**config.mk**
```make
export PLATFORM = sky130hd
export DESIGN_NAME = bts_front
export DESIGN_NICKNAME = d
export VERILOG_FILES = /design/src/rtl/core/bts_pkg.sv /design/src/rtl/core/bts_front.sv
export SDC_FILE = /design/constraint.sdc
export NUM_CORES = 2
export LEC_CHECK = 0
export BUFFER_PORTS_ARGS = -buffer_cell sky130_fd_sc_hd__buf_4
export CAP_MARGIN = 10
export CORE_MARGIN = 2
export CORE_UTILIZATION = 61
export CTS_CLUSTER_SIZE = 28
export DETAILED_ROUTE_END_ITERATION = 6
export HOLD_SLACK_MARGIN = 0.15
export PLACE_DENSITY_LB_ADDON = 0.15
export SLEW_MARGIN = 25
export SYNTH_ARGS = -nofsm -noshare
export SYNTH_HDL_FRONTEND = slang
export SYNTH_SLANG_ARGS = --single-unit
```
**constraint.sdc**
```tcl
create_clock -name clk -period 10 [get_ports clk]
set_input_delay 1 -clock clk [delete_from_list [all_inputs] [get_ports clk]]
set_output_delay 1 -clock clk [all_outputs]
set_load 0.03 [all_outputs]
```
**src/rtl/core/bts_pkg.sv**
```systemverilog
// Shared types, constants and the fixed-point lerp for the bilinear texture sampler.
// Used by every module under rtl/core except bts_ram; depends on nothing.
package bts_pkg;

  localparam int COORD_W    = 17;
  localparam int FRAC_W     = 16;
  localparam int SIZE_W     = 9;
  localparam int ADDR_MAX_W = 20;
  localparam int IN_CH_W    = 16;
  localparam int CH_MAX_W   = 24;
  localparam int ACC_W      = CH_MAX_W + COORD_W + 1;
  localparam int Q_DEPTH    = 4;
  localparam int Q_PTR_W    = 2;
  localparam int Q_CNT_W    = 3;
  localparam int CFG_IDX_W  = 1;

  localparam logic [COORD_W-1:0] ONE_Q16 = 17'h10000;

  localparam logic [CFG_IDX_W-1:0] REG_TEX_WIDTH  = 1'b0;
  localparam logic [CFG_IDX_W-1:0] REG_TEX_HEIGHT = 1'b1;

  typedef enum logic {
    OP_WRITE  = 1'b0,
    OP_SAMPLE = 1'b1
  } op_t;

  // Neighbor order: 0 = (x0,y0), 1 = (x1,y0), 2 = (x0,y1), 3 = (x1,y1).
  // A write uses slot 0 for its address.
  typedef struct packed {
    op_t                             op;
    logic [3:0][ADDR_MAX_W-1:0]      addr;
    logic [3:0]                      oob;
    logic [FRAC_W-1:0]               tx;
    logic [FRAC_W-1:0]               ty;
    logic [2:0][IN_CH_W-1:0]         data;
  } entry_t;

  typedef struct packed {
    logic [Q_CNT_W-1:0] count;
    logic               empty;
  } q_status_t;

  // (a * (1.0 - t) + b * t) >> 16, truncated
  function automatic logic [CH_MAX_W-1:0] lerp(input logic [CH_MAX_W-1:0] a,
                                               input logic [CH_MAX_W-1:0] b,
                                               input logic [FRAC_W-1:0]   t);
    logic [ACC_W-1:0] acc;
    acc = ACC_W'(a) * ACC_W'(ONE_Q16 - {1'b0, t}) + ACC_W'(b) * ACC_W'(t);
    return acc[FRAC_W +: CH_MAX_W];
  endfunction

endpackage

```
**src/rtl/core/bts_front.sv**
```systemverilog
// Front end: accepts items, saturates and scales coordinates, forms the four
// texel addresses and pushes classified entries to the queue. Uses bts_pkg.
module bts_front #(
  parameter int TEX_DEPTH = 65536
) (
  input  logic                              clk,
  input  logic                              rst,
  input  logic                              in_valid,
  output logic                              in_stall,
  input  logic                              func,
  input  logic [15:0]                       texel_index,
  input  logic [15:0]                       red_in,
  input  logic [15:0]                       green_in,
  input  logic [15:0]                       blue_in,
  input  logic [16:0]                       u_coord,
  input  logic [16:0]                       v_coord,
  input  logic [bts_pkg::SIZE_W-1:0]        tex_width,
  input  logic [bts_pkg::SIZE_W-1:0]        tex_height,
  input  bts_pkg::q_status_t                q_stat,
  output logic                              push,
  output bts_pkg::entry_t                   push_entry
);

  localparam int SW = bts_pkg::SIZE_W;
  localparam int PW = bts_pkg::COORD_W + SW;
  localparam int AM = bts_pkg::ADDR_MAX_W;

  logic            accept;
  logic [SW-1:0]   w_eff, h_eff;
  logic [16:0]     cu, cv;

  logic            v1;
  bts_pkg::op_t    op1;
  logic [15:0]     idx1;
  logic [2:0][15:0] data1;
  logic [PW-1:0]   su1, sv1;
  logic [SW-1:0]   w1, h1;

  logic [SW-1:0]   x0, x1, y0, y1, wm1, hm1;
  logic [2*SW-1:0] row0, row1;
  logic [3:0][AM-1:0] addr;
  bts_pkg::entry_t entry_next;

  logic            v2;

  assign in_stall = (4'(q_stat.count) + 4'(v1) + 4'(v2)) >= 4'(bts_pkg::Q_DEPTH);
  assign accept   = in_valid && !in_stall;

  assign w_eff = (tex_width == '0) ? SW'(1) : tex_width;
  assign h_eff = (tex_height == '0) ? SW'(1) : tex_height;
  assign cu    = (u_coord > bts_pkg::ONE_Q16) ? bts_pkg::ONE_Q16 : u_coord;
  assign cv    = (v_coord > bts_pkg::ONE_Q16) ? bts_pkg::ONE_Q16 : v_coord;

  always_ff @(posedge clk) begin
    if (rst) begin
      v1 <= 1'b0;
    end else begin
      v1 <= accept;
    end
    if (accept) begin
      op1   <= func ? bts_pkg::OP_SAMPLE : bts_pkg::OP_WRITE;
      idx1  <= texel_index;
      data1 <= {blue_in, green_in, red_in};
      su1   <= PW'(cu) * PW'(w_eff - SW'(1));
      sv1   <= PW'(cv) * PW'(h_eff - SW'(1));
      w1    <= w_eff;
      h1    <= h_eff;
    end
  end

  always_comb begin
    wm1 = w1 - SW'(1);
    hm1 = h1 - SW'(1);
    x0  = su1[bts_pkg::FRAC_W +: SW];
    y0  = sv1[bts_pkg::FRAC_W +: SW];
    // far neighbor clamps to the last column / row
    x1  = (({1'b0, x0} + (SW+1)'(1)) < {1'b0, wm1}) ? x0 + SW'(1) : wm1;
    y1  = (({1'b0, y0} + (SW+1)'(1)) < {1'b0, hm1}) ? y0 + SW'(1) : hm1;
    row0 = (2*SW)'(y0) * (2*SW)'(w1);
    row1 = (2*SW)'(y1) * (2*SW)'(w1);
    if (op1 == bts_pkg::OP_SAMPLE) begin
      addr[0] = AM'(row0) + AM'(x0);
      addr[1] = AM'(row0) + AM'(x1);
      addr[2] = AM'(row1) + AM'(x0);
      addr[3] = AM'(row1) + AM'(x1);
    end else begin
      addr    = '0;
      addr[0] = AM'(idx1);
    end
    entry_next.op   = op1;
    entry_next.addr = addr;
    for (int k = 0; k < 4; k++) begin
      entry_next.oob[k] = {1'b0, addr[k]} >= (AM+1)'(TEX_DEPTH);
    end
    entry_next.tx   = su1[bts_pkg::FRAC_W-1:0];
    entry_next.ty   = sv1[bts_pkg::FRAC_W-1:0];
    entry_next.data = data1;
  end

  always_ff @(posedge clk) begin
    if (rst) begin
      v2 <= 1'b0;
    end else begin
      v2 <= v1;
    end
    if (v1) begin
      push_entry <= entry_next;
    end
  end

  assign push = v2;

endmodule

```
==> results by group <==
STA
  – Crit path time final: slightly below 9000 ps
  – Final Cycle Share: 88.3%
  – Fin. max-slew vios: 0
  – Final hold viol count: 0
  – Slew margin rel.: 28.9%
  – Fmax: 113 MHz
  – RSZ-0062 raised after global routing: false
  – Final Skew: 41.6 ps
  – Final setup TNS: 0 ps
  – # setup viols final: 0
  – Tightest Pin Transition: 1060 ps

Floorplan
  – Die Ht: 220 um
  – Number of top-level pins: 291
  – Die area: 0.0484 mm^2
  – Initial Util: 61.5%
  – Die width: 220 um
  – Core ar.: roughly 0.046 mm^2
  – Site Rows: 79

Clocking
  – CTS buffer count: 28
  – Clock transition at path regs: 60 ps
  – H-tree depth: 1
  – CTS Sinks: between 200 and 300
  – Worst-skew pair later-pin latency: 590 ps
  – CTS Buffer Depth: 3
  – CTS Root Cell: clkbuf_16
  – Setup Fix Bufs, Post-CTS: 0
  – Cts hold-fix bufs: 0
  – # resized after CTS: 0
  – CTS tree: yes

Layout
  – Fill count: between 3000 and 4000
  – Share of cells above drive strength 1: between 10 and 15%
  – Final #Nets: 3718
  – Area delta synth->final: 13.5%
  – # diodes: 0

Worst setup path
  – Critical Path Max Stage Delay: approximately 760 ps
  – Worst setup path class: flop to flop
  – CP required: 10300 ps
  – Endpoint class of the critical path: flop
  – CP Max Fanout: 15
  – WP data arrival: 9130 ps
  – Crit path max-delay cell type: mux2i_1
  – Worst-case reg-to-reg path depth: 28
  – CP Launch Type: flop

Global routing
  – Total track usage: approximately 28%
  – Global routing usage on met3: 3.35%
  – Met2 usage in global routing: 46.3%
  – Global route hottest layer: met2
  – Total gr overflow: 0
  – Largest net degree at the start of global routing: 86
  – Met1 Use GR: between 30% and 40%
  – Vias in the first global route: between 20000 and 25000
  – First-pass GRT wire length: 105000 um
  – Antenna violations before repair: 0

Yosys
  – FFs w/ async S/R, synth: 0%
  – Post-synth EDFFs: 294
  – Post-Syn Area: around 0.028 mm^2
  – Primary FF master, synth: edfxtp_1
  – Synth Instances: 2707
  – Yosys warning count: 0
  – Avg Cell Area, Syn: between 10 and 15 um^2
  – Post-synthesis sequential area ratio: between 30% and 40%
  – Yosys cell types: 77
  – Yosys reg bits: between 200 and 300

Min path
  – Worst hold path type: flop to flop
  – Worst hold path depth: 0

Placement
  – I/O Buffers: 285
  – HPWL Detailed: 51900 um
  – Gpl congestion: between 0.9 and 1

Drt
  – DRT Pass-1 Iters: 7
  – DRT iter0 DRCs: roughly 1200
  – DR WL/cell: 18.0 um
  – Final antenna-violating net count: 0
  – Post-Route WL: 65200 um
  – Via count: between 15000 and 20000
  – Mean number of vias per cell: 5.46
  – DRC: 0

Status
  – Status: complete, no violations

Run
  – Max cap viols: 0
## metal layers
layer / share of wire [%] / wire, um
met1: 43 / 28100
met4: 2.9 / 1920
met2: 48 / 31200
met3: 6.2 / 4050
met5: 0 / 0
## through the flow
stage          instance area [um^2]  util (%)  instances  setup slack, ps  hold WS [ps]
6_report                      32300      69.8       3615             1170           417
5_1_grt                       32300      69.8       3615              641           415
4_1_cts                       32200      69.7       3614              873           417
3_5_place_dp                  31300      67.6       3563              886           405
3_3_place_gp                  31300      67.6       3563             1140           400
2_1_floorplan                 28600         -       2741             1420           400
## final timing paths
kind                                         to  slack, ps    start
worst max register to register  push_entry[161]       1170  sv1[16]
worst min register to register   push_entry[66]        420   su1[2]
worst min-delay path             push_entry[66]        420   su1[2]
worst max-delay path            push_entry[161]       1170  sv1[16]
## state kept, by name (all words and copies together) (netlist names)
register    cells
su1            25
push            1
idx1           16
sv1            25
op1             1
v1              1
h1              9
push_entry    161
w1              9
data1          48
## Yosys cell counts, types with 34 or more instances
master | count | area, um^2
inv_1 | 407 | 1530
fa_1 | 342 | 6850
edfxtp_1 | 294 | 8830
nand2_1 | 275 | 1030
ha_1 | 265 | 3320
nor2_1 | 235 | 882
and2_1 | 107 | 669
xnor2_1 | 91 | 797
a21oi_1 | 87 | 435
clkbuf_1 | 77 | 289
nand2b_1 | 49 | 307
xor2_1 | 47 | 412
o21ai_0 | 45 | 225
nor2b_1 | 38 | 238
a21o_1 | 34 | 255
## logic make-up after synthesis
family | synth area share (%)
fa+ha+maj | 35.7
other cells | 0.0264
xor+xnor | 4.76
compound gates | 6.17
buf+inv | 6.62
mux | 1.11
flops | 31.2
simple gates | 14.4
## critical path, delay by kind of cell (launching register included)
kind	cells	cell delay, ps
and+or+nand+nor	6	1270
buffers and inverters	4	210
xor gates and xnor gates	2	760
muxes	2	1090
adders and majority gates	7	3000
AOI/OAI and AO/OA	7	1570
DFF	1	680
## final cells by class
class	instances	area [um^2]	share of cell area [%]
clock buffer	32	716	2.22
clock inverter	19	239	0.740
inverter	407	1530	4.73
multi-input combinational	1948	17800	55.3
sequential	296	8870	27.5
tap	607	759	2.35
timing repair buffer	306	2320	7.19
## cell usage in the layout (no fill, tap or decap), types with 7 or more instances in the layout
master / count
inv_1: 406
fa_1: 342
buf_4: 304
edfxtp_1: 294
nand2_1: 275
ha_1: 265
nor2_1: 235
and2_1: 106
xnor2_1: 90
a21oi_1: 87
nand2b_1: 49
xor2_1: 47
o21ai_0: 45
nor2b_1: 38
conb_1: 36
a21o_1: 34
nor3_1: 33
clkbuf_16: 28
nand3_1: 27
nor4_1: 19
mux2i_1: 18
or3_1: 18
o21a_1: 17
a211oi_1: 13
o21bai_1: 11
or2_2: 10
mux2_2: 10
nor3b_1: 8
o21ai_1: 8
nand4_1: 7
Power is left out: the tool's default activity adds up to more than one toggle a clock period on the data nets, which glitch-free logic cannot reach.
