--- config.mk ---
export PLATFORM = sky130hd
export DESIGN_NAME = bts_queue
export DESIGN_NICKNAME = d
export VERILOG_FILES = /design/src/rtl/core/bts_pkg.sv /design/src/rtl/core/bts_queue.sv
export SDC_FILE = /design/constraint.sdc
export NUM_CORES = 1
export LEC_CHECK = 0
export ABC_AREA = 1
export BUFFER_PORTS_ARGS = -buffer_cell sky130_fd_sc_hd__buf_2
export CORE_UTILIZATION = 45
export DETAILED_ROUTE_END_ITERATION = 8
export RECOVER_POWER = 50
export SYNTH_ARGS = -nofsm -noshare
export SYNTH_HDL_FRONTEND = slang
export SYNTH_SLANG_ARGS = --single-unit
--- constraint.sdc ---
create_clock -name clk -period 7.63 [get_ports clk]
set_clock_uncertainty 0.05 [all_clocks]
set_input_delay 2.289 -clock clk [delete_from_list [all_inputs] [get_ports clk]]
set_output_delay 2.289 -clock clk [all_outputs]
set_load 0.01 [all_outputs]
--- src/rtl/core/bts_pkg.sv ---
// Shared types, constants and the fixed-point lerp for the bilinear texture sampler.
// Used by every module under rtl/core except bts_ram; depends on nothing.
package bts_pkg;

  localparam int COORD_W    = 17;
  localparam int FRAC_W     = 16;
  localparam int SIZE_W     = 9;
  localparam int ADDR_MAX_W = 20;
  localparam int IN_CH_W    = 16;
  localparam int CH_MAX_W   = 24;
  localparam int ACC_W      = CH_MAX_W + COORD_W + 1;
  localparam int Q_DEPTH    = 4;
  localparam int Q_PTR_W    = 2;
  localparam int Q_CNT_W    = 3;
  localparam int CFG_IDX_W  = 1;

  localparam logic [COORD_W-1:0] ONE_Q16 = 17'h10000;

  localparam logic [CFG_IDX_W-1:0] REG_TEX_WIDTH  = 1'b0;
  localparam logic [CFG_IDX_W-1:0] REG_TEX_HEIGHT = 1'b1;

  typedef enum logic {
    OP_WRITE  = 1'b0,
    OP_SAMPLE = 1'b1
  } op_t;

  // Neighbor order: 0 = (x0,y0), 1 = (x1,y0), 2 = (x0,y1), 3 = (x1,y1).
  // A write uses slot 0 for its address.
  typedef struct packed {
    op_t                             op;
    logic [3:0][ADDR_MAX_W-1:0]      addr;
    logic [3:0]                      oob;
    logic [FRAC_W-1:0]               tx;
    logic [FRAC_W-1:0]               ty;
    logic [2:0][IN_CH_W-1:0]         data;
  } entry_t;

  typedef struct packed {
    logic [Q_CNT_W-1:0] count;
    logic               empty;
  } q_status_t;

  // (a * (1.0 - t) + b * t) >> 16, truncated
  function automatic logic [CH_MAX_W-1:0] lerp(input logic [CH_MAX_W-1:0] a,
                                               input logic [CH_MAX_W-1:0] b,
                                               input logic [FRAC_W-1:0]   t);
    logic [ACC_W-1:0] acc;
    acc = ACC_W'(a) * ACC_W'(ONE_Q16 - {1'b0, t}) + ACC_W'(b) * ACC_W'(t);
    return acc[FRAC_W +: CH_MAX_W];
  endfunction

endpackage

--- src/rtl/core/bts_queue.sv ---
// Four-entry queue between the front end and the back end.
// Uses bts_pkg for the entry and status types.
module bts_queue (
  input  logic               clk,
  input  logic               rst,
  input  logic               push,
  input  bts_pkg::entry_t    push_entry,
  input  logic               pop,
  output bts_pkg::entry_t    pop_entry,
  output bts_pkg::q_status_t q_stat
);

  bts_pkg::entry_t                 mem [bts_pkg::Q_DEPTH];
  logic [bts_pkg::Q_PTR_W-1:0]     wp, rp;
  logic [bts_pkg::Q_CNT_W-1:0]     count;

  always_ff @(posedge clk) begin
    if (rst) begin
      wp    <= '0;
      rp    <= '0;
      count <= '0;
    end else begin
      if (push) begin
        wp <= wp + bts_pkg::Q_PTR_W'(1);
      end
      if (pop) begin
        rp <= rp + bts_pkg::Q_PTR_W'(1);
      end
      case ({push, pop})
        2'b10:   count <= count + bts_pkg::Q_CNT_W'(1);
        2'b01:   count <= count - bts_pkg::Q_CNT_W'(1);
        default: count <= count;
      endcase
    end
    if (push) begin
      mem[wp] <= push_entry;
    end
  end

  assign pop_entry    = mem[rp];
  assign q_stat.count = count;
  assign q_stat.empty = (count == '0);

endmodule

==> results of run 1 <==
-- worst max-delay path, stage by stage --
cell	delay (ns)
clkbuf_1	0.17
nand2_1	0.07
inv_1	2.80
buf_4	0.88
-- per-stage QoR --
step / utilization / power, mW
2_1_floorplan: - / 4.74
3_3_place_gp: 0.497 / 5.02
3_5_place_dp: 0.497 / 5.04
4_1_cts: 0.539 / 8.38
5_1_grt: 0.535 / 8.59
6_report: 0.535 / 8.28
-- flip-flops by register name, summed over array words and instances, names as in the netlist, named ones only --
register and cells:
mem 660, wp 2, rp 2, count 3
-- per-layer routing --
metal	wire, µm	global-route usage	vias to the layer above
li1	-	-	6906
met1	23300	0.258	7307
met2	26300	0.305	371
met3	4060	0.0618	103
met4	1350	0.0602	14
met5	93	0	-
-- report_power, final --
| part | internal [mW] | switching [mW] |
|---|---|---|
| sequential | 4.21 | 0.0380 |
| clock | 1.98 | 1.36 |
| combinational | 0.210 | 0.482 |
-- final cells by class --
| class | instances | area (µm²) |
|---|---|---|
| multi-input cells | 857 | 4120 |
| repair buffers | 350 | 1650 |
| flip-flops and latches | 669 | 20000 |
| inverters | 18 | 80.1 |
| fillers | 4488 | 25200 |
| well taps | 696 | 871 |
| clock buffers | 87 | 1900 |
| clock inverters | 41 | 370 |
| diodes | 3 | 7.51 |
-- placed cells by master, fill, tap and decap left out, types with 13 or more instances in the layout --
| master | n |
|---|---|
| nor2_1 | 333 |
| o22ai_1 | 165 |
| edfxtp_1 | 660 |
| clkinv_2 | 15 |
| buf_2 | 171 |
| o21ai_1 | 67 |
| clkbuf_16 | 74 |
| clkbuf_1 | 179 |
| clkinv_1 | 13 |
| inv_1 | 14 |
| o21ai_0 | 269 |
-- cell families (layout without fill, tap and decap cells) --
logic type	after synthesis	count (layout)	share of synthesized area
simple gates	345	345	0.0522
flops	669	669	0.803
buf+inv	127	496	0.0316
compound gates	506	506	0.110
other cells	0	3	0
fa+ha+maj	6	6	0.00332
-- worst paths after layout --
check	slack [ns]	to	cells past startpoint
setup / recovery	1.50	mem[0][91]	4
hold / removal	0.40	register	1
setup reg to reg	2.79	mem[0][91]	5
hold reg to reg	0.40	register	1
==> impl_metrics.py, run 1 <==
metrics = {
    "finish": {
        "nets": 2142,
        "finalNonFillerCells": 2721,
        "syn_to_final_growth_pct": 16.5,
        "finalInstanceArea_um2": 29000,
        "drive_gt1_frac": 0.144,
    },
    "timing": {
        "min_period_over_period": 0.804,
        "drv_slew": 175,
        "setup_viol": 0,
        "relSlewSlack": -1.82,
        "rsz0062_at_grt": "no",
        "period_minus_slack_ns": 6.13,
        "max_freq_mhz": 163,
        "hold_viol": 0,
        "finalSetupTns_ns": 0,
        "tightestPinTransition_ns": 4.22,
        "finalWorstSetupSlack_ns": 1.50,
        "hold_slack_ns": 0.402,
    },
    "setup_path": {
        "critPathRequiredTime_ns": 7.81,
        "setup.worst_path.start": "push",
        "crit_type": "primary input to register",
        "end_kind": "register",
        "worst_setup_path_start_kind": "primary input",
        "cp.arrival_ns": 6.31,
        "cp_max_fo": 86,
        "r2r_start": "wp[0]",
    },
    "worst_hold_path": {
        "min_path_type": "register to register",
        "min-delay-start": "rp[1]",
    },
    "cts": {
        "cts_sinks": 669,
        "cts_tree": "built",
        "numCtsBuffers": 71,
        "root_buffer": "clkbuf_16",
        "clk_latency_ns": 0.59,
        "clock_path_buffers": 3,
        "cts_setup_buffers": 0,
        "postCtsHoldBufs": 0,
        "ctsResizeCount": 0,
        "clk_pin_slew_ns": 0.06,
        "cts_htree_levels": 3,
    },
    "power_and_ir_drop": {
        "power_density_nw_per_um2": 285,
        "leakage_nw": 9.66,
        "vdd_ir_drop_max_uv": 231,
    },
    "synth": {
        "synth_common_cells": "660 x edfxtp_1, 333 x nor2_1, 269 x o21ai_0",
        "ys_ff_latch": 669,
        "netlist_area_um2": 24900,
        "ys.flop_type": "edfxtp_1",
        "ys_warn_count": 0,
        "netlist_top_cells_area": "edfxtp_1 80%, o21ai_0 5.4%, nor2_1 5.0%",
        "yosys.area.top_type_share": 0.796,
        "synth_edf_count": 660,
        "syn_nets": 1828,
        "synth.yosys.seq_area_share": 0.803,
        "synth_cell_types": 20,
        "synthArstFlopShare": 0,
        "synth.most_common_cell": "edfxtp_1",
        "syn_inst": 1653,
        "synth_top_area_cell": "edfxtp_1",
        "avgSynthCellArea_um2": 15.1,
    },
    "drt": {
        "viasPerCell": 5.40,
        "ant_nets": 0,
        "via_count": 14700,
        "wl_per_cell_um": 20.2,
        "drc_errors": 0,
        "dr.pass1.iters": 5,
        "drt_iter0_drc": 897,
        "wl_mm": 55.1,
    },
    "floorplan": {
        "die_area_um2": 56300,
        "io_pins": 338,
        "core_um2": 54200,
        "die_h_um": 237,
        "initial_core_util": 0.459,
        "die_w_um": 237,
        "rows": 85,
    },
    "global_route": {
        "grt_pass1_vias": 14000,
        "grt_pass1_wl_mm": 83.0,
        "grt_usage": 0.194,
        "grt_max_degree": 166,
        "overflow": 0,
        "antenna_found_initial": 10,
    },
    "placed_design": {
        "gp_congestion": 0.741,
        "dp_slack_ns": 2.78,
        "port_buffers": 337,
        "dp_hpwl_mm": 28.6,
        "place_area_um2": 27000,
        "placed_cells": 2590,
    },
    "job": {
        "drv_cap": 2,
    },
    "run_status": {
        "violations": "capacitance limit, slew limit",
        "outcome": "finished, violations left",
    },
}
Power figures use the tool's default switching activity.
==> run 2: changes to the inputs <==
==> constraint.sdc (replaced) <==
create_clock -name clk -period 6.31 [get_ports clk]
set_clock_uncertainty 0.05 [all_clocks]
set_input_delay 1.893 -clock clk [delete_from_list [all_inputs] [get_ports clk]]
set_output_delay 1.893 -clock clk [all_outputs]
set_load 0.01 [all_outputs]
==> impl_metrics.py, run 2 (synthesized netlist as in run 1, its figures left out) <==
metrics = {
    "setup_path": {
        "worstSetupEndpoint": "pop_entry[112]",
        "end_kind": "primary output",
        "cp_max_fo": 180,
        "crit_type": "register to primary output",
        "reg2reg_setup_slack_ns": 3.94,
        "r2r_start": "wp[0]",
        "reg2reg_to": "mem[0][68]",
        "worst_setup_path_start_kind": "register",
        "reg2reg_depth": 5,
        "critPathRequiredTime_ns": 4.37,
        "cp.arrival_ns": 3.06,
    },
    "drt": {
        "drc_errors": 0,
        "dr.pass1.iters": 4,
        "wl_mm": 55.9,
        "viasPerCell": 5.43,
        "drt_iter0_drc": 881,
        "ant_nets": 0,
        "via_count": 14800,
        "wl_per_cell_um": 20.5,
    },
    "finish": {
        "layout_commonest_cell": "edfxtp_1",
        "nets": 2147,
        "finalInstanceArea_um2": 29100,
        "fillCellCount": 4580,
        "regMostFlops": "mem",
        "final_cell_mix": "660 x edfxtp_1, 333 x nor2_1, 269 x o21ai_0",
        "syn_to_final_growth_pct": 16.7,
        "largest_reg_flops": 660,
        "finalNonFillerCells": 2726,
        "fin_util": 0.536,
        "drive_gt1_frac": 0.146,
        "largestRegisters": "mem x660, count x3",
    },
    "floorplan": {
        "core_um2": 54200,
        "die_area_um2": 56300,
        "io_pins": 338,
        "initial_core_util": 0.459,
        "rows": 85,
        "die_w_um": 237,
        "die_h_um": 237,
    },
    "timing": {
        "period_minus_slack_ns": 5.00,
        "drv_slew": 0,
        "hold_viol": 0,
        "tightestPinTransition_ns": 1.18,
        "hold_slack_ns": 0.425,
        "setup_viol": 0,
        "finalSetupTns_ns": 0,
        "min_period_over_period": 0.793,
        "relSlewSlack": 0.213,
        "max_freq_mhz": 200,
        "finalWorstSetupSlack_ns": 1.31,
        "rsz0062_at_grt": "no",
    },
    "cts": {
        "postCtsHoldBufs": 0,
        "clk_latency_ns": 0.59,
        "numCtsBuffers": 70,
        "cts_tree": "built",
        "ctsResizeCount": 0,
        "cts_htree_levels": 3,
        "root_buffer": "clkbuf_16",
        "cts_setup_buffers": 0,
        "cts_sinks": 669,
        "clk_pin_slew_ns": 0.06,
        "clock_path_buffers": 3,
    },
    "global_route": {
        "antenna_found_initial": 6,
        "grt_usage": 0.197,
        "overflow": 0,
        "grt_max_degree": 181,
        "grt_pass1_wl_mm": 84.8,
        "grt_pass1_vias": 14400,
    },
    "placed_design": {
        "place_area_um2": 27000,
        "port_buffers": 337,
        "dp_hpwl_mm": 29.7,
        "dp_slack_ns": 1.98,
        "gp_congestion": 0.739,
        "placed_cells": 2596,
    },
    "power_and_ir_drop": {
        "power_density_nw_per_um2": 342,
        "vdd_ir_drop_max_uv": 267,
        "leakage_nw": 9.68,
        "p_total_mw": 9.95,
    },
    "run_status": {
        "outcome": "completed",
    },
    "worst_hold_path": {
        "min_path_type": "register to register",
        "min-delay-start": "rp[1]",
    },
    "job": {
        "drv_cap": 0,
    },
}
-- run 2: layout make-up --
class / instances / area, µm² / share of cell area
antenna: 3 / 7.51 / 0.000258
clock buffer: 86 / 1900 / 0.0653
clock inverter: 41 / 339 / 0.0117
inverter: 18 / 97.6 / 0.00336
multi-input combinational: 857 / 4120 / 0.142
sequential: 669 / 20000 / 0.688
tap: 696 / 871 / 0.0300
timing repair buffer: 356 / 1720 / 0.0592
-- run 2: per-layer routing --
| metal | part of all wire | vias to the layer above | GRT usage | routed length [µm] |
|---|---|---|---|---|
| li1 | - | 6910 | - | - |
| met1 | 0.43 | 7429 | 0.260 | 23900 |
| met2 | 0.49 | 374 | 0.318 | 27200 |
| met3 | 0.067 | 72 | 0.0510 | 3750 |
| met4 | 0.018 | 6 | 0.0647 | 1020 |
| met5 | 0.00064 | - | 0 | 36 |
-- run 2: worst min path at each step --
| stage | slack, ns | cells past startpoint | endpoint |
|---|---|---|---|
| 3_3_place_gp | 0.38 | 1 | register |
| 5_1_grt | 0.43 | 1 | register |
| 3_5_place_dp | 0.39 | 1 | register |
| 6_report | 0.42 | 1 | register |
| 4_1_cts | 0.41 | 1 | register |
| 2_1_floorplan | 0.36 | 1 | register |
-- run 2: power breakdown --
part           internal (mW)  switching (mW)  total, mW
clock                   2.34            1.63       3.97
combinational          0.259           0.593      0.852
sequential              5.08          0.0437       5.13
-- run 2: critical path, stage by stage, from the launching register on --
cell and delay (ns):
dfxtp_4 0.50, inv_8 0.65, buf_4 0.48, o21ai_1 0.10, o22ai_1 0.22, buf_2 0.19
==> run 3: changes to the inputs <==
--- a/config.mk
+++ b/config.mk
@@ -5,10 +5,11 @@
 export SDC_FILE = /design/constraint.sdc
 export NUM_CORES = 1
 export LEC_CHECK = 0
-export ABC_AREA = 1
+export ABC_AREA = 0
 export BUFFER_PORTS_ARGS = -buffer_cell sky130_fd_sc_hd__buf_2
 export CORE_UTILIZATION = 45
 export DETAILED_ROUTE_END_ITERATION = 8
+export PLACE_DENSITY = 0.67
 export RECOVER_POWER = 50
 export SYNTH_ARGS = -nofsm -noshare
 export SYNTH_HDL_FRONTEND = slang
==> constraint.sdc (replaced) <==
create_clock -name clk -period 4.3 [get_ports clk]
set_clock_uncertainty 0.05 [all_clocks]
set_input_delay 1.29 -clock clk [delete_from_list [all_inputs] [get_ports clk]]
set_output_delay 1.29 -clock clk [all_outputs]
set_load 0.01 [all_outputs]
==> impl_metrics.py, run 3 <==
metrics = {
    "synth": {
        "netlist_area_um2": 24400,
        "netlist_top_cells_area": "edfxtp_1 81%, mux4_2 15%, buf_12 0.90%",
        "yosys.area_share.adder": 0.00339,
        "synthArstFlopShare": 0,
        "synth.yosys.seq_area_share": 0.820,
        "synth.most_common_cell": "edfxtp_1",
        "syn_nets": 1083,
        "synth_top_family_by_area": "multiplexers",
        "synth_edf_count": 660,
        "ys.flop_type": "edfxtp_1",
        "yosys.area.top_type_share": 0.813,
        "syn_inst": 908,
        "avgSynthCellArea_um2": 26.8,
        "synth_cell_types": 22,
        "ys_ff_latch": 669,
        "synth_common_cells": "660 x edfxtp_1, 165 x mux4_2, 16 x buf_2",
        "synth_top_area_cell": "edfxtp_1",
        "synthMuxAreaShare": 0.153,
        "synth_compound_area_frac": 0.000616,
        "yosys.area_share.xor_xnor": 0.00180,
        "ys_warn_count": 0,
        "yosys.area_share.simple": 0.00287,
    },
    "cts": {
        "clk_latency_ns": 0.60,
        "root_buffer": "clkbuf_16",
        "numCtsBuffers": 69,
        "cts_tree": "built",
        "clock_path_buffers": 3,
        "clk_pin_slew_ns": 0.06,
        "cts_sinks": 669,
        "ctsResizeCount": 0,
        "cts_setup_buffers": 0,
        "postCtsHoldBufs": 0,
        "cts_htree_levels": 3,
    },
    "finish": {
        "nets": 1504,
        "seq_area_um2": 20000,
        "finalNonFillerCells": 2068,
        "drive_gt1_frac": 0.344,
        "multi_input_area_um2": 3940,
        "syn_to_final_growth_pct": 19.0,
        "fin_util": 0.547,
        "largest_reg_flops": 660,
        "regMostFlops": "mem",
        "fillCellCount": 4027,
        "finalInstanceArea_um2": 29000,
        "largestRegisters": "mem x660, count x3",
        "final_cell_mix": "660 x edfxtp_1, 188 x clkbuf_1, 170 x buf_2",
        "layout_commonest_cell": "edfxtp_1",
    },
    "drt": {
        "via_count": 10900,
        "dr.pass1.iters": 4,
        "viasPerCell": 5.28,
        "ant_nets": 0,
        "wl_per_cell_um": 23.1,
        "drt_iter0_drc": 565,
        "wl_mm": 47.7,
        "drc_errors": 0,
    },
    "job": {
        "drv_cap": 4,
    },
    "floorplan": {
        "die_h_um": 235,
        "die_area_um2": 55100,
        "core_um2": 53100,
        "rows": 84,
        "initial_core_util": 0.459,
        "die_w_um": 235,
        "io_pins": 338,
    },
    "timing": {
        "max_freq_mhz": 263,
        "setup_viol": 0,
        "rsz0062_at_grt": "no",
        "finalWorstSetupSlack_ns": 0.496,
        "drv_slew": 149,
        "relSlewSlack": -0.796,
        "finalSetupTns_ns": 0,
        "hold_viol": 0,
        "min_period_over_period": 0.885,
        "period_minus_slack_ns": 3.80,
        "tightestPinTransition_ns": 2.69,
    },
    "placed_design": {
        "gp_congestion": 0.761,
        "port_buffers": 337,
        "dp_slack_ns": 1.09,
        "place_area_um2": 27200,
        "placed_cells": 1946,
        "dp_hpwl_mm": 30.7,
    },
    "setup_path": {
        "cp.arrival_ns": 4.04,
        "cp_max_fo": 45,
        "crit_type": "primary input to register",
        "worst_setup_path_start_kind": "primary input",
        "critPathRequiredTime_ns": 4.54,
        "setup.worst_path.start": "push",
        "end_kind": "register",
        "r2r_start": "wp[0]",
    },
    "power_and_ir_drop": {
        "vdd_ir_drop_max_uv": 375,
        "leakage_nw": 9.36,
        "power_density_nw_per_um2": 495,
    },
    "global_route": {
        "antenna_found_initial": 8,
        "grt_max_degree": 53,
        "overflow": 0,
        "grt_pass1_vias": 11800,
        "grt_pass1_wl_mm": 72.0,
        "grt_usage": 0.176,
    },
    "run_status": {
        "outcome": "finished, violations left",
        "violations": "capacitance limit, slew limit",
    },
    "worst_hold_path": {
        "min-delay-start": "rp[1]",
        "min_path_type": "register to register",
    },
}
-- run 3: final cells by class --
type / count / area share
Clock buffer: 94 / 0.0657
Inverter: 6 / 0.000776
Clock inverter: 27 / 0.00526
Sequential cell: 669 / 0.690
Antenna cell: 1 / 0.0000863
Multi-Input combinational cell: 195 / 0.136
Tap cell: 688 / 0.0297
Timing Repair Buffer: 388 / 0.0732
-- run 3: worst paths after layout --
path | endpoint | slack (ns) | cells after the start
setup / recovery | mem[3][99] | 0.50 | 3
hold / removal | rp[1] | 0.48 | 2
setup reg to reg | mem[2][145] | 0.95 | 4
hold reg to reg | rp[1] | 0.48 | 2
-- run 3: stage by stage --
stage | hold WS, ns | power [mW]
floorplan | 0.435 | 8.54
global placement | 0.457 | 9.12
detailed placement | 0.462 | 9.16
CTS | 0.481 | 14.6
global route | 0.505 | 14.9
finish | 0.480 | 14.4
-- run 3: cells by family after synthesis --
group                    Yosys count
AO/OA/AOI/OAI                      3
XOR/XNOR                           5
adder cells (fa/ha/maj)            6
multiplexers                     166
flip-flops                       669
buffers and inverters             44
AND/OR/NAND/NOR                   15
-- run 3: worst max-delay path, cell delays in order --
cell and delay, ns:
clkbuf_1 0.26, and2_1 2.02, buf_4 0.45
-- run 3: where the power goes --
part | switching [mW] | internal [mW]
Sequential | 0.0877 | 7.50
Clock | 2.30 | 3.11
Combinational | 0.751 | 0.632
Total | 3.14 | 11.2
-- run 3: layer usage --
metal,GRT usage,share of wire,up-vias
met5,0,0.0020,-
met4,0.0642,0.021,14
met3,0.0583,0.080,72
met2,0.289,0.50,315
met1,0.218,0.40,5753
li1,-,-,4775
